### src/hw/rtl/jtgc_pkg.sv
// Shared types and codes for the JSON token grammar checker.
package jtgc_pkg;

  // Token kinds as they arrive from the tokenizer.
  localparam logic [3:0] KIND_OBJ_BEGIN = 4'd0;
  localparam logic [3:0] KIND_OBJ_END   = 4'd1;
  localparam logic [3:0] KIND_ARR_BEGIN = 4'd2;
  localparam logic [3:0] KIND_ARR_END   = 4'd3;
  localparam logic [3:0] KIND_STRING    = 4'd4;
  localparam logic [3:0] KIND_NUMBER    = 4'd5;
  localparam logic [3:0] KIND_TRUE      = 4'd6;
  localparam logic [3:0] KIND_FALSE     = 4'd7;
  localparam logic [3:0] KIND_NULL      = 4'd8;
  localparam logic [3:0] KIND_COLON     = 4'd9;
  localparam logic [3:0] KIND_COMMA     = 4'd10;
  localparam logic [3:0] KIND_EOF       = 4'd11;

  // Event codes on the result channel.
  localparam logic [3:0] EV_NONE      = 4'd0;
  localparam logic [3:0] EV_OBJ_BEGIN = 4'd1;
  localparam logic [3:0] EV_OBJ_END   = 4'd2;
  localparam logic [3:0] EV_ARR_BEGIN = 4'd3;
  localparam logic [3:0] EV_ARR_END   = 4'd4;
  localparam logic [3:0] EV_KEY       = 4'd5;
  localparam logic [3:0] EV_STRING    = 4'd6;
  localparam logic [3:0] EV_NUMBER    = 4'd7;
  localparam logic [3:0] EV_BOOL      = 4'd8;
  localparam logic [3:0] EV_NULL      = 4'd9;

  // Expectation modes of the parser.
  localparam logic [1:0] MODE_VALUE     = 2'd0;
  localparam logic [1:0] MODE_KEY       = 2'd1;
  localparam logic [1:0] MODE_COLON     = 2'd2;
  localparam logic [1:0] MODE_COMMA_END = 2'd3;

  // Operation classes produced by the front end.
  localparam logic [2:0] OP_OPEN   = 3'd0;
  localparam logic [2:0] OP_CLOSE  = 3'd1;
  localparam logic [2:0] OP_STRING = 3'd2;
  localparam logic [2:0] OP_SCALAR = 3'd3;
  localparam logic [2:0] OP_COLON  = 3'd4;
  localparam logic [2:0] OP_COMMA  = 3'd5;
  localparam logic [2:0] OP_EOF    = 3'd6;
  localparam logic [2:0] OP_BAD    = 3'd7;

  localparam int TEXT_W = 16;

  typedef struct packed {
    logic [2:0] op;        // operation class
    logic       is_obj;    // bracket belongs to an object
    logic       bool_val;  // value of a boolean literal
    logic [3:0] ev;        // event for scalars and brackets on success
    logic       has_text;  // number literal carries its text span
  } tok_t;

  typedef struct packed {
    tok_t              tok;
    logic [TEXT_W-1:0] offset;
    logic [TEXT_W-1:0] length;
  } qent_t;

endpackage

### src/hw/rtl/json_token_grammar_checker_top.sv
// Top level of the JSON token grammar checker.
//
//  channel  direction  handshake           payload
//  in       input      in_valid/in_stall   token_kind, token_offset, token_length
//  out      output     out_valid/out_stall event_code, bool_value, text_offset,
//                                          text_length, error_seen, document_end,
//                                          accepted
//
// One token per cycle is sustained while out_stall is low; each token passes
// through front decode into a two-entry queue, then the grammar engine writes
// its result register. The stack top and the mark below it are held in
// registers, and a pop refills the lower one from the stack memory, so a pop
// never waits. Reset clears mode, depth, error flag, queue and result valid;
// the stack memory is not cleared. A stalled result holds its register, the
// queue fills behind it, and in_stall rises once both entries are taken.
module json_token_grammar_checker_top import jtgc_pkg::*; #(
  parameter int MAX_DEPTH    = 16,
  parameter int OFFSET_WIDTH = 16
) (
  input  logic              clk,
  input  logic              rst_n,
  input  logic              in_valid,
  output logic              in_stall,
  input  logic [3:0]        in_token_kind,
  input  logic [TEXT_W-1:0] in_token_offset,
  input  logic [TEXT_W-1:0] in_token_length,
  output logic              out_valid,
  input  logic              out_stall,
  output logic [3:0]        out_event_code,
  output logic              out_bool_value,
  output logic [TEXT_W-1:0] out_text_offset,
  output logic [TEXT_W-1:0] out_text_length,
  output logic              out_error_seen,
  output logic              out_document_end,
  output logic              out_accepted
);

  qent_t q_entry;
  qent_t q_head;
  logic  q_push;
  logic  q_pop;
  logic  q_empty;
  logic  q_full;

  jtgc_front #(
    .OFFSET_WIDTH(OFFSET_WIDTH)
  ) u_front (
    .in_valid       (in_valid),
    .in_stall       (in_stall),
    .in_token_kind  (in_token_kind),
    .in_token_offset(in_token_offset),
    .in_token_length(in_token_length),
    .q_full         (q_full),
    .q_push         (q_push),
    .q_entry        (q_entry)
  );

  jtgc_queue u_queue (
    .clk      (clk),
    .rst_n    (rst_n),
    .push     (q_push),
    .push_data(q_entry),
    .pop      (q_pop),
    .head     (q_head),
    .empty    (q_empty),
    .full     (q_full)
  );

  jtgc_back #(
    .MAX_DEPTH(MAX_DEPTH)
  ) u_back (
    .clk             (clk),
    .rst_n           (rst_n),
    .q_empty         (q_empty),
    .q_head          (q_head),
    .q_pop           (q_pop),
    .out_valid       (out_valid),
    .out_stall       (out_stall),
    .out_event_code  (out_event_code),
    .out_bool_value  (out_bool_value),
    .out_text_offset (out_text_offset),
    .out_text_length (out_text_length),
    .out_error_seen  (out_error_seen),
    .out_document_end(out_document_end),
    .out_accepted    (out_accepted)
  );

  // An erroring or post-error token never reports an event.
  a_err_no_event: assert property (@(posedge clk) disable iff (!rst_n)
    out_valid && out_error_seen |-> out_event_code == EV_NONE)
    else $error("event reported with error flag set");

  // End of input carries no event, and acceptance only comes with it.
  a_eof_no_event: assert property (@(posedge clk) disable iff (!rst_n)
    out_valid && out_document_end |-> out_event_code == EV_NONE)
    else $error("event reported on end of input");

  a_accept_clean: assert property (@(posedge clk) disable iff (!rst_n)
    out_valid && out_accepted |-> out_document_end && !out_error_seen)
    else $error("accepted without clean end of input");

  // Text spans appear only on key, string and number events.
  a_text_span: assert property (@(posedge clk) disable iff (!rst_n)
    out_valid && !(out_event_code == EV_KEY || out_event_code == EV_STRING ||
                   out_event_code == EV_NUMBER)
    |-> out_text_offset == '0 && out_text_length == '0)
    else $error("text span on an event without text");

  // A full queue with no result leaving means the input must be stalled.
  a_backpressure: assert property (@(posedge clk) disable iff (!rst_n)
    q_full && !q_pop |-> in_stall)
    else $error("input not stalled with a full queue");

endmodule

### src/hw/rtl/jtgc_front.sv
// Front end: accepts tokens and classifies them into queue entries.
module jtgc_front import jtgc_pkg::*; #(
  parameter int OFFSET_WIDTH = 16
) (
  input  logic              in_valid,
  output logic              in_stall,
  input  logic [3:0]        in_token_kind,
  input  logic [TEXT_W-1:0] in_token_offset,
  input  logic [TEXT_W-1:0] in_token_length,
  input  logic              q_full,
  output logic              q_push,
  output qent_t             q_entry
);

  localparam logic [TEXT_W-1:0] TEXT_MASK = (OFFSET_WIDTH >= TEXT_W) ? {TEXT_W{1'b1}} :
      TEXT_W'((64'd1 << OFFSET_WIDTH) - 64'd1);

  tok_t tok;

  always_comb begin
    tok = '0;
    unique case (in_token_kind)
      KIND_OBJ_BEGIN: begin
        tok.op = OP_OPEN;
        tok.is_obj = 1'b1;
        tok.ev = EV_OBJ_BEGIN;
      end
      KIND_ARR_BEGIN: begin
        tok.op = OP_OPEN;
        tok.ev = EV_ARR_BEGIN;
      end
      KIND_OBJ_END: begin
        tok.op = OP_CLOSE;
        tok.is_obj = 1'b1;
        tok.ev = EV_OBJ_END;
      end
      KIND_ARR_END: begin
        tok.op = OP_CLOSE;
        tok.ev = EV_ARR_END;
      end
      KIND_STRING: tok.op = OP_STRING;
      KIND_NUMBER: begin
        tok.op = OP_SCALAR;
        tok.ev = EV_NUMBER;
        tok.has_text = 1'b1;
      end
      KIND_TRUE: begin
        tok.op = OP_SCALAR;
        tok.ev = EV_BOOL;
        tok.bool_val = 1'b1;
      end
      KIND_FALSE: begin
        tok.op = OP_SCALAR;
        tok.ev = EV_BOOL;
      end
      KIND_NULL: begin
        tok.op = OP_SCALAR;
        tok.ev = EV_NULL;
      end
      KIND_COLON: tok.op = OP_COLON;
      KIND_COMMA: tok.op = OP_COMMA;
      KIND_EOF:   tok.op = OP_EOF;
      default:    tok.op = OP_BAD;
    endcase
  end

  assign in_stall       = q_full;
  assign q_push         = in_valid && !q_full;
  assign q_entry.tok    = tok;
  assign q_entry.offset = in_token_offset & TEXT_MASK;
  assign q_entry.length = in_token_length & TEXT_MASK;

endmodule

### src/hw/rtl/jtgc_queue.sv
// Two-entry queue between the front end and the grammar engine.
module jtgc_queue import jtgc_pkg::*; (
  input  logic  clk,
  input  logic  rst_n,
  input  logic  push,
  input  qent_t push_data,
  input  logic  pop,
  output qent_t head,
  output logic  empty,
  output logic  full
);

  qent_t      slot_r [2];
  logic       wr_ptr_r, wr_ptr_nxt;
  logic       rd_ptr_r, rd_ptr_nxt;
  logic [1:0] count_r, count_nxt;

  always_comb begin
    wr_ptr_nxt = push ? ~wr_ptr_r : wr_ptr_r;
    rd_ptr_nxt = pop ? ~rd_ptr_r : rd_ptr_r;
    count_nxt  = count_r;
    if (push && !pop) begin
      count_nxt = count_r + 2'd1;
    end else if (pop && !push) begin
      count_nxt = count_r - 2'd1;
    end
  end

  always_ff @(posedge clk) begin
    if (!rst_n) begin
      wr_ptr_r <= 1'b0;
      rd_ptr_r <= 1'b0;
      count_r  <= 2'd0;
    end else begin
      wr_ptr_r <= wr_ptr_nxt;
      rd_ptr_r <= rd_ptr_nxt;
      count_r  <= count_nxt;
    end
  end

  always_ff @(posedge clk) begin
    if (push) begin
      slot_r[wr_ptr_r] <= push_data;
    end
  end

  assign head  = slot_r[rd_ptr_r];
  assign empty = (count_r == 2'd0);
  assign full  = (count_r == 2'd2);

endmodule

### src/hw/rtl/jtgc_back.sv
// Grammar engine: expectation mode, nesting stack, error flag and result register.
module jtgc_back import jtgc_pkg::*; #(
  parameter int MAX_DEPTH = 16
) (
  input  logic              clk,
  input  logic              rst_n,
  input  logic              q_empty,
  input  qent_t             q_head,
  output logic              q_pop,
  output logic              out_valid,
  input  logic              out_stall,
  output logic [3:0]        out_event_code,
  output logic              out_bool_value,
  output logic [TEXT_W-1:0] out_text_offset,
  output logic [TEXT_W-1:0] out_text_length,
  output logic              out_error_seen,
  output logic              out_document_end,
  output logic              out_accepted
);

  localparam int DW = $clog2(MAX_DEPTH + 1);
  localparam int AW = (MAX_DEPTH > 1) ? $clog2(MAX_DEPTH) : 1;
  localparam logic [DW-1:0] DEPTH_FULL = DW'(MAX_DEPTH);

  // The top mark and the one below it live in registers; the rest sits in
  // the stack memory, from which a pop refills the register below the top.
  logic          stack_mem [MAX_DEPTH];
  logic [1:0]    mode_r, mode_nxt;
  logic [DW-1:0] depth_r, depth_nxt;
  logic          top_r, top_nxt;
  logic          below_r, below_nxt;
  logic          err_r, err_nxt;
  logic          do_push, do_pop;
  logic [DW-1:0] rd_depth;

  logic              out_valid_r;
  logic [3:0]        ev_r, ev_nxt;
  logic              bval_r, bval_nxt;
  logic [TEXT_W-1:0] off_r, off_nxt;
  logic [TEXT_W-1:0] len_r, len_nxt;
  logic              errs_r, errs_nxt;
  logic              dend_r, dend_nxt;
  logic              acc_r, acc_nxt;

  logic load;
  logic fail;
  logic text;

  assign load  = !q_empty && (!out_valid_r || !out_stall);
  assign q_pop = load;

  always_comb begin
    mode_nxt  = mode_r;
    depth_nxt = depth_r;
    top_nxt   = top_r;
    below_nxt = below_r;
    err_nxt   = err_r;
    do_push   = 1'b0;
    do_pop    = 1'b0;
    fail      = 1'b0;
    text      = 1'b0;
    ev_nxt    = EV_NONE;
    bval_nxt  = 1'b0;
    dend_nxt  = 1'b0;
    acc_nxt   = 1'b0;

    if (q_head.tok.op == OP_EOF) begin
      dend_nxt  = 1'b1;
      acc_nxt   = !err_r;
      mode_nxt  = MODE_VALUE;
      depth_nxt = '0;
      err_nxt   = 1'b0;
    end else if (!err_r) begin
      unique case (q_head.tok.op)
        OP_OPEN: begin
          if (mode_r != MODE_VALUE || depth_r == DEPTH_FULL) begin
            fail = 1'b1;
          end else begin
            do_push   = 1'b1;
            depth_nxt = depth_r + DW'(1);
            top_nxt   = q_head.tok.is_obj;
            below_nxt = top_r;
            mode_nxt  = q_head.tok.is_obj ? MODE_KEY : MODE_VALUE;
            ev_nxt    = q_head.tok.ev;
          end
        end
        OP_CLOSE: begin
          if (depth_r == '0 || top_r != q_head.tok.is_obj) begin
            fail = 1'b1;
          end else begin
            do_pop    = 1'b1;
            depth_nxt = depth_r - DW'(1);
            top_nxt   = below_r;
            mode_nxt  = MODE_COMMA_END;
            ev_nxt    = q_head.tok.ev;
          end
        end
        OP_STRING: begin
          if (mode_r == MODE_KEY) begin
            ev_nxt   = EV_KEY;
            text     = 1'b1;
            mode_nxt = MODE_COLON;
          end else if (mode_r == MODE_VALUE) begin
            ev_nxt   = EV_STRING;
            text     = 1'b1;
            mode_nxt = MODE_COMMA_END;
          end else begin
            fail = 1'b1;
          end
        end
        OP_SCALAR: begin
          if (mode_r != MODE_VALUE) begin
            fail = 1'b1;
          end else begin
            mode_nxt = MODE_COMMA_END;
            ev_nxt   = q_head.tok.ev;
            bval_nxt = q_head.tok.bool_val;
            text     = q_head.tok.has_text;
          end
        end
        OP_COLON: begin
          if (mode_r != MODE_COLON) begin
            fail = 1'b1;
          end else begin
            mode_nxt = MODE_VALUE;
          end
        end
        OP_COMMA: begin
          if (mode_r != MODE_COMMA_END || depth_r == '0) begin
            fail = 1'b1;
          end else begin
            mode_nxt = top_r ? MODE_KEY : MODE_VALUE;
          end
        end
        default: fail = 1'b1;
      endcase

      // A failing token sets the error flag and leaves all other parser state as it was.
      if (fail) begin
        mode_nxt  = mode_r;
        depth_nxt = depth_r;
        top_nxt   = top_r;
        below_nxt = below_r;
        do_push   = 1'b0;
        do_pop    = 1'b0;
        err_nxt   = 1'b1;
        ev_nxt    = EV_NONE;
        bval_nxt  = 1'b0;
        text      = 1'b0;
      end
    end

    off_nxt  = text ? q_head.offset : '0;
    len_nxt  = text ? q_head.length : '0;
    errs_nxt = err_r || fail;
  end

  assign rd_depth = depth_r - DW'(3);

  always_ff @(posedge clk) begin
    if (load && do_push) begin
      stack_mem[depth_r[AW-1:0]] <= q_head.tok.is_obj;
    end
    if (load && do_pop && ({1'b0, depth_r} >= (DW + 1)'(3))) begin
      below_r <= stack_mem[rd_depth[AW-1:0]];
    end else if (load) begin
      below_r <= below_nxt;
    end
    if (load) begin
      top_r  <= top_nxt;
      ev_r   <= ev_nxt;
      bval_r <= bval_nxt;
      off_r  <= off_nxt;
      len_r  <= len_nxt;
      errs_r <= errs_nxt;
      dend_r <= dend_nxt;
      acc_r  <= acc_nxt;
    end
  end

  always_ff @(posedge clk) begin
    if (!rst_n) begin
      mode_r      <= MODE_VALUE;
      depth_r     <= '0;
      err_r       <= 1'b0;
      out_valid_r <= 1'b0;
    end else begin
      if (load) begin
        mode_r  <= mode_nxt;
        depth_r <= depth_nxt;
        err_r   <= err_nxt;
      end
      if (load) begin
        out_valid_r <= 1'b1;
      end else if (!out_stall) begin
        out_valid_r <= 1'b0;
      end
    end
  end

  assign out_valid        = out_valid_r;
  assign out_event_code   = ev_r;
  assign out_bool_value   = bval_r;
  assign out_text_offset  = off_r;
  assign out_text_length  = len_r;
  assign out_error_seen   = errs_r;
  assign out_document_end = dend_r;
  assign out_accepted     = acc_r;

endmodule

### config.mk
export PLATFORM = sky130hd
export DESIGN_NAME = json_token_grammar_checker_top
export DESIGN_NICKNAME = d
export VERILOG_FILES = /design/src/hw/rtl/jtgc_pkg.sv /design/src/hw/rtl/json_token_grammar_checker_top.sv /design/src/hw/rtl/jtgc_front.sv /design/src/hw/rtl/jtgc_queue.sv /design/src/hw/rtl/jtgc_back.sv
export SDC_FILE = /design/constraint.sdc
export NUM_CORES = 1
export LEC_CHECK = 0
export ABC_AREA = 1
export BUFFER_PORTS_ARGS = -buffer_cell sky130_fd_sc_hd__buf_2
export CORE_AREA = 2 2 138 140
export CTS_BUF_LIST = sky130_fd_sc_hd__clkbuf_8
export CTS_CLUSTER_SIZE = 20
export DETAILED_ROUTE_END_ITERATION = 12
export DIE_AREA = 0 0 140 142
export GPL_ROUTABILITY_DRIVEN = 0
export RECOVER_POWER = 25
export SLEW_MARGIN = 20
export SYNTH_ARGS = -nofsm -noshare
export SYNTH_HDL_FRONTEND = slang
export SYNTH_HIERARCHICAL = 1
export SYNTH_SLANG_ARGS = --single-unit
### constraint.sdc
create_clock -name clk -period 7.77 [get_ports clk]
set_input_delay 1.554 -clock clk [delete_from_list [all_inputs] [get_ports clk]]
set_output_delay 1.554 -clock clk [all_outputs]
set_load 0.005 [all_outputs]
# Word-level counts from Yosys, hierarchy flattened
# Memory sizes are Yosys's and may differ from the RTL's. A register that Yosys moved wholly into a read port is not among the register bits.
# Cells that the tools add are included.
# op_classes
addsub	5
magnitude_cmp	1
n_eq_ne	38
n_mux	83
n_bitwise	6
reduce_logical	42
# ops
op	n
1-bit 2-to-1 mux	53
4-bit one-hot mux with 7 select lines	1
5-bit 2-to-1 mux	5
2-bit 2-to-1 mux	12
3-bit one-hot mux with 7 select lines	1
2-bit inequality test, second input constant	9
4-bit by 3-bit == test with 1-bit output, second input constant	4
4-bit == test, second input constant	4
4-bit 2-to-1 mux	4
4-bit one-hot mux with 4 select lines	1
3-bit by 2-bit inequality test with 1-bit output, second input constant	5
2-bit one-hot mux with 6 select lines	1
6-bit AND reduction	2
5-bit one-hot mux with 2 select lines	1
10-bit AND reduction	1
2-bit nonzero test	5
3-bit == test, second input constant	3
4-bit by 2-bit == test with 1-bit output, second input constant	2
2-bit OR reduction	4
1-bit logical AND	7
1-bit logical NOT	7
7-bit AND reduction	1
7-bit nonzero test	1
3-bit by 2-bit == test with 1-bit output, second input constant	2
27 further kinds	39
# word_totals
regBits	55
mem_bits_rw	100
inputBits	40
output_inout_bits	42
word_cells	193
memories	2
# mem_list
memory	depth	width	read_ports	rd_clocked_by_memory_dff	wr	line	rtl
u_queue.slot_r	2	42	1	1	1	jtgc_queue.sv:13	qent_t slot_r [2];
u_back.stack_mem	16	1	1	0	1	jtgc_back.sv:27	logic stack_mem [MAX_DEPTH];

# Depth between registers and ports, before layout
# logic_depth
word_depth	13
mapped_depth	16
depth_no_buf	13

# By module
# The synthesis kept the hierarchy.
# modules_own_cells
mod	instances	cells_each	area_each_um2	seq_area_each_um2
jtgc_queue	1	166	3464.6	2622.5
jtgc_back	1	371	3331.9	1921.8
jtgc_front	1	67	402.9	0.0

# Worst setup path before layout
# No wires, ideal clock.
# synth_timing
kind	input to register
from	in in_valid
to	mem u_queue/slot_r[0][0] (netlist name), enable pin
setup_ns	0.442
t_arrival_ns	3.585
t_required_ns	7.328
path_slack_ns	3.744
path_stages	4
path_buffers	0
path_cell_list	inv_1 nor2_1 inv_1 nor2_1
# synth_between
elab_chain_cells	3
# synth_rtl
item	line	rtl
start: declaration	json_token_grammar_checker_top.sv:22	input logic in_valid,
1-bit logical AND	jtgc_front.sv:68	assign q_push = in_valid && !q_full;
net q_push	json_token_grammar_checker_top.sv:40	logic q_push;
1-bit 2-to-1 mux	jtgc_queue.sv:42	if (push) begin
1-bit 2-to-1 mux (implied by the code)	jtgc_queue.sv:43	slot_r[wr_ptr_r] <= push_data;
end: declaration	jtgc_queue.sv:13	
# The timed path passes the listed nets, and every way through them passes these cells.

==> impl_metrics.tcl <==
set metrics [dict create \
    postSynthCellCount 604 \
    grt_use_total 0.1301 \
    area_growth_pct 9.020 \
    htreeDepth 4 \
    clk_pin_slew_worst_paths_ns 0.08 \
    tightest_slew_ns 3.267 \
    cts_resized 0 \
    yosysUniqueCellTypes 37 \
    p_sw_frac 0.3489 \
    p_clk_frac 0.185 \
    die_h_um 142 \
    max_stage_delay_ns 2.30 \
    cts_tree "built" \
    slew_violations 43 \
    run_status "complete, but fails checks" \
    dp_hpwl_um 8182 \
    final_cell_mix "edfxtp_1 (142), nor2_1 (121), nand2_1 (78)" \
    async_flop_share 0 \
    via_per_inst 4.661 \
    max_slew_margin -1.178 \
    cts_num_sinks 156 \
    maxCapViolations 1 \
    ys_seq_area_frac 0.6312 \
    post_cts_buffers 0 \
    setup_viol 0 \
    crit_path_frequent_cell "nand2_1" \
    rsz0062_at_grt "no" \
    r2r-end "u_back/depth_r[4]$_SDFFE_PN0P_" \
    endpoint_kind "flip-flop" \
    drive_above_1_share 0.2292 \
    p_per_area_nw_per_um2 363.0 \
    grt_pass1_wl_um 20090 \
    slowest_stage "clkbuf_1" \
    nets 709 \
    ir_drop_mv 0.1459 \
    synth.top_cell.area_share 0.5923 \
    hp-class "reg2reg" \
    grt_pass1_vias 4292 \
    clk-insertion-delay-late_ns 0.45 \
    min_from "u_queue/rd_ptr_r$_SDFFE_PN0P_" \
    period_needed_ns 4.701 \
    ioPinCount 82 \
    synth_warnings 6 \
    fmax_ghz 0.2127 \
    instances_no_fill 906 \
    die_x_um 140 \
    place_inst 875 \
    io_buffers 81 \
    cts_buffer_depth 2 \
    seqPwrFrac 0.449 \
    crit_path_cell_trace "clkbuf_1 > mux2_2 > nand2_1 > nor2_4 > ha_1 > nand2_1 > nand2_1 > a21oi_1 > nand3_1 > nand2_1 > nor2_1 > nor2_1 > nor2_1" \
    cts-hold-fix-buffers 0 \
    internal-power_w 0.001855 \
    critPathLaunchType "flip-flop" \
    cp_max_fo 42 \
    finClkSkew_ns 0.01036 \
    initial_core_util 0.3901 \
    period_share 0.6051 \
    antenna_left 0 \
    violations "design-rule violations, max-capacitance violations, max-slew violations" \
    layout_commonest_cell "edfxtp_1" \
    root_buffer "clkbuf_8" \
    drc 2 \
    synth_fp_nets 653 \
    coreArea_um2 18460 \
    hold_viol 0 \
    synth_edf_count 142 \
    rows 50 \
    switching_power_w 0.0009939 \
    grt_antenna_before_repair 0 \
    diodes 0 \
    worst-setup-path-type "reg2reg" \
    grt_max_degree 49 \
    netlist_area_um2 7199 \
    die-area_um2 19880 \
    power_leakage_nw 3.235 \
    min_path_cells 2 \
    dr_total_vias 4223 \
    required_ns 8.11 \
    tns_ns 0 \
    fill_cells 1718 \
    syn_area_per_cell_um2 11.92 \
    ys.flop_type "edfxtp_1" \
    reg2reg_depth 13 \
    p_comb_frac 0.366 \
    r2r_slack_ns 3.07 \
    drtPass1Iterations 9 \
    synth_seq_cells 156 \
    synth_area_leaders "edfxtp_1 (59%), mux2_4 (8.3%), nor2_1 (6.4%)" \
    drt_iter0_drc 200 \
    cp_data_arrival_time_ns 5.05 \
    overflow 0 \
    wirelength_um 12270 \
    yosysTopAreaCell "edfxtp_1" \
    wire_per_inst_um 13.54 \
    cts_made_buffers 17 \
]
## power by group through the flow
stage	clock [W]	sequential [W]	combinational [W]
2_1_floorplan	0	0.00129	0.000772
3_3_place_gp	0	0.00130	0.000983
3_5_place_dp	0	0.00130	0.00103
4_1_cts	0.000543	0.00128	0.00103
5_1_grt	0.000580	0.00131	0.00118
6_report	0.000527	0.00128	0.00104
## layout make-up
type                       instances  area [um2]  share of cell area
clock buffer                      17       234.0             0.02981
clock inverter                    14       105.1             0.01339
inverter                          70       262.8             0.03348
multi-input combinational        331        2004              0.2554
sequential                       156        4544              0.5790
tap                              234       292.8             0.03730
timing repair buffer              84       405.4             0.05165
## logic make-up (layout without fill, tap and decap cells)
group                    count (synthesis)  in the layout  synth area share
AO/OA/AOI/OAI                           31             31           0.02537
buffers and inverters                  117            185           0.09228
AND/OR/NAND/NOR                        247            247            0.1455
flip-flops                             156            156            0.6312
XOR/XNOR                                 2              2          0.002434
multiplexers                            42             42           0.08655
adder cells (fa/ha/maj)                  9              9           0.01668
## Yosys cell counts (4+ instances only)
cell      count
a21oi_1       7
buf_12        4
buf_4        33
dfxtp_1      14
edfxtp_1    142
ha_1          8
inv_1        65
inv_2         5
mux2_4       40
nand2_1      76
nand3_1      27
nand4_1       4
nor2_1      122
o21ai_0      17
## metrics by stage
step | instance area [um2] | total power (W) | hold WS, ns | setup slack (ns) | utilization
6_report | 7849 | 0.002849 | 0.5093 | 3.069 | 0.4253
3_5_place_dp | 7538 | 0.002323 | 0.4975 | 4.284 | 0.4085
4_1_cts | 7878 | 0.002854 | 0.5164 | 4.776 | 0.4268
2_1_floorplan | 7199 | 0.002066 | 0.4664 | 3.744 | -
3_3_place_gp | 7538 | 0.002284 | 0.4745 | 4.367 | 0.4085
5_1_grt | 7849 | 0.003061 | 0.5424 | 2.619 | 0.4253
## metal layers
| layer | vias to the layer above | global-route usage | part of all wire |
|---|---|---|---|
| met4 | 0 | 0.06539 | 0.021 |
| li1 | 2094 | - | - |
| met3 | 29 | 0.04307 | 0.058 |
| met2 | 128 | 0.2147 | 0.48 |
| met5 | - | 0 | 0 |
| met1 | 1972 | 0.1535 | 0.44 |
## critical path, delay by kind of cell (launching register included)
family,cells,cell delay (ns)
flip-flops,1,0.31
buffers and inverters,1,2.30
adder cells (fa/ha/maj),1,0.31
AND/OR/NAND/NOR,9,0.91
AO/OA/AOI/OAI,1,0.19
multiplexers,1,0.59
## state kept, by name, indices dropped and copies added (netlist names), named ones only
register and flops:
u_back/out_error_seen 1, u_back/out_text_offset 16, u_back/out_valid 1, u_back/depth_r 5
u_queue/rd_ptr_r 1, u_queue/wr_ptr_r 1, u_back/err_r 1, u_back/out_event_code 4
u_back/stack_mem 16, u_back/out_document_end 1, u_queue/count_r 2, u_back/out_text_length 16
u_back/below_r 1, u_back/out_accepted 1, u_back/out_bool_value 1, u_back/mode_r 2
u_queue/slot_r 84, u_back/top_r 1
## worst max-delay path by stage
stage          startpoint                                       to  slack (ns)
2_1_floorplan    in_valid           u_queue/slot_r[0][0]$_DFFE_PP_        3.74
3_3_place_gp    out_stall           u_back/stack_mem[15]$_DFFE_PP_        4.37
3_5_place_dp    out_stall            u_back/stack_mem[3]$_DFFE_PP_        4.28
4_1_cts         out_stall            u_back/stack_mem[3]$_DFFE_PP_        4.78
5_1_grt         flip-flop  u_back/out_text_length[6]$_SDFFCE_PN0P_        2.62
6_report        flip-flop           u_back/depth_r[4]$_SDFFE_PN0P_        3.07
Note: power is estimated with default switching activity, not from simulation.
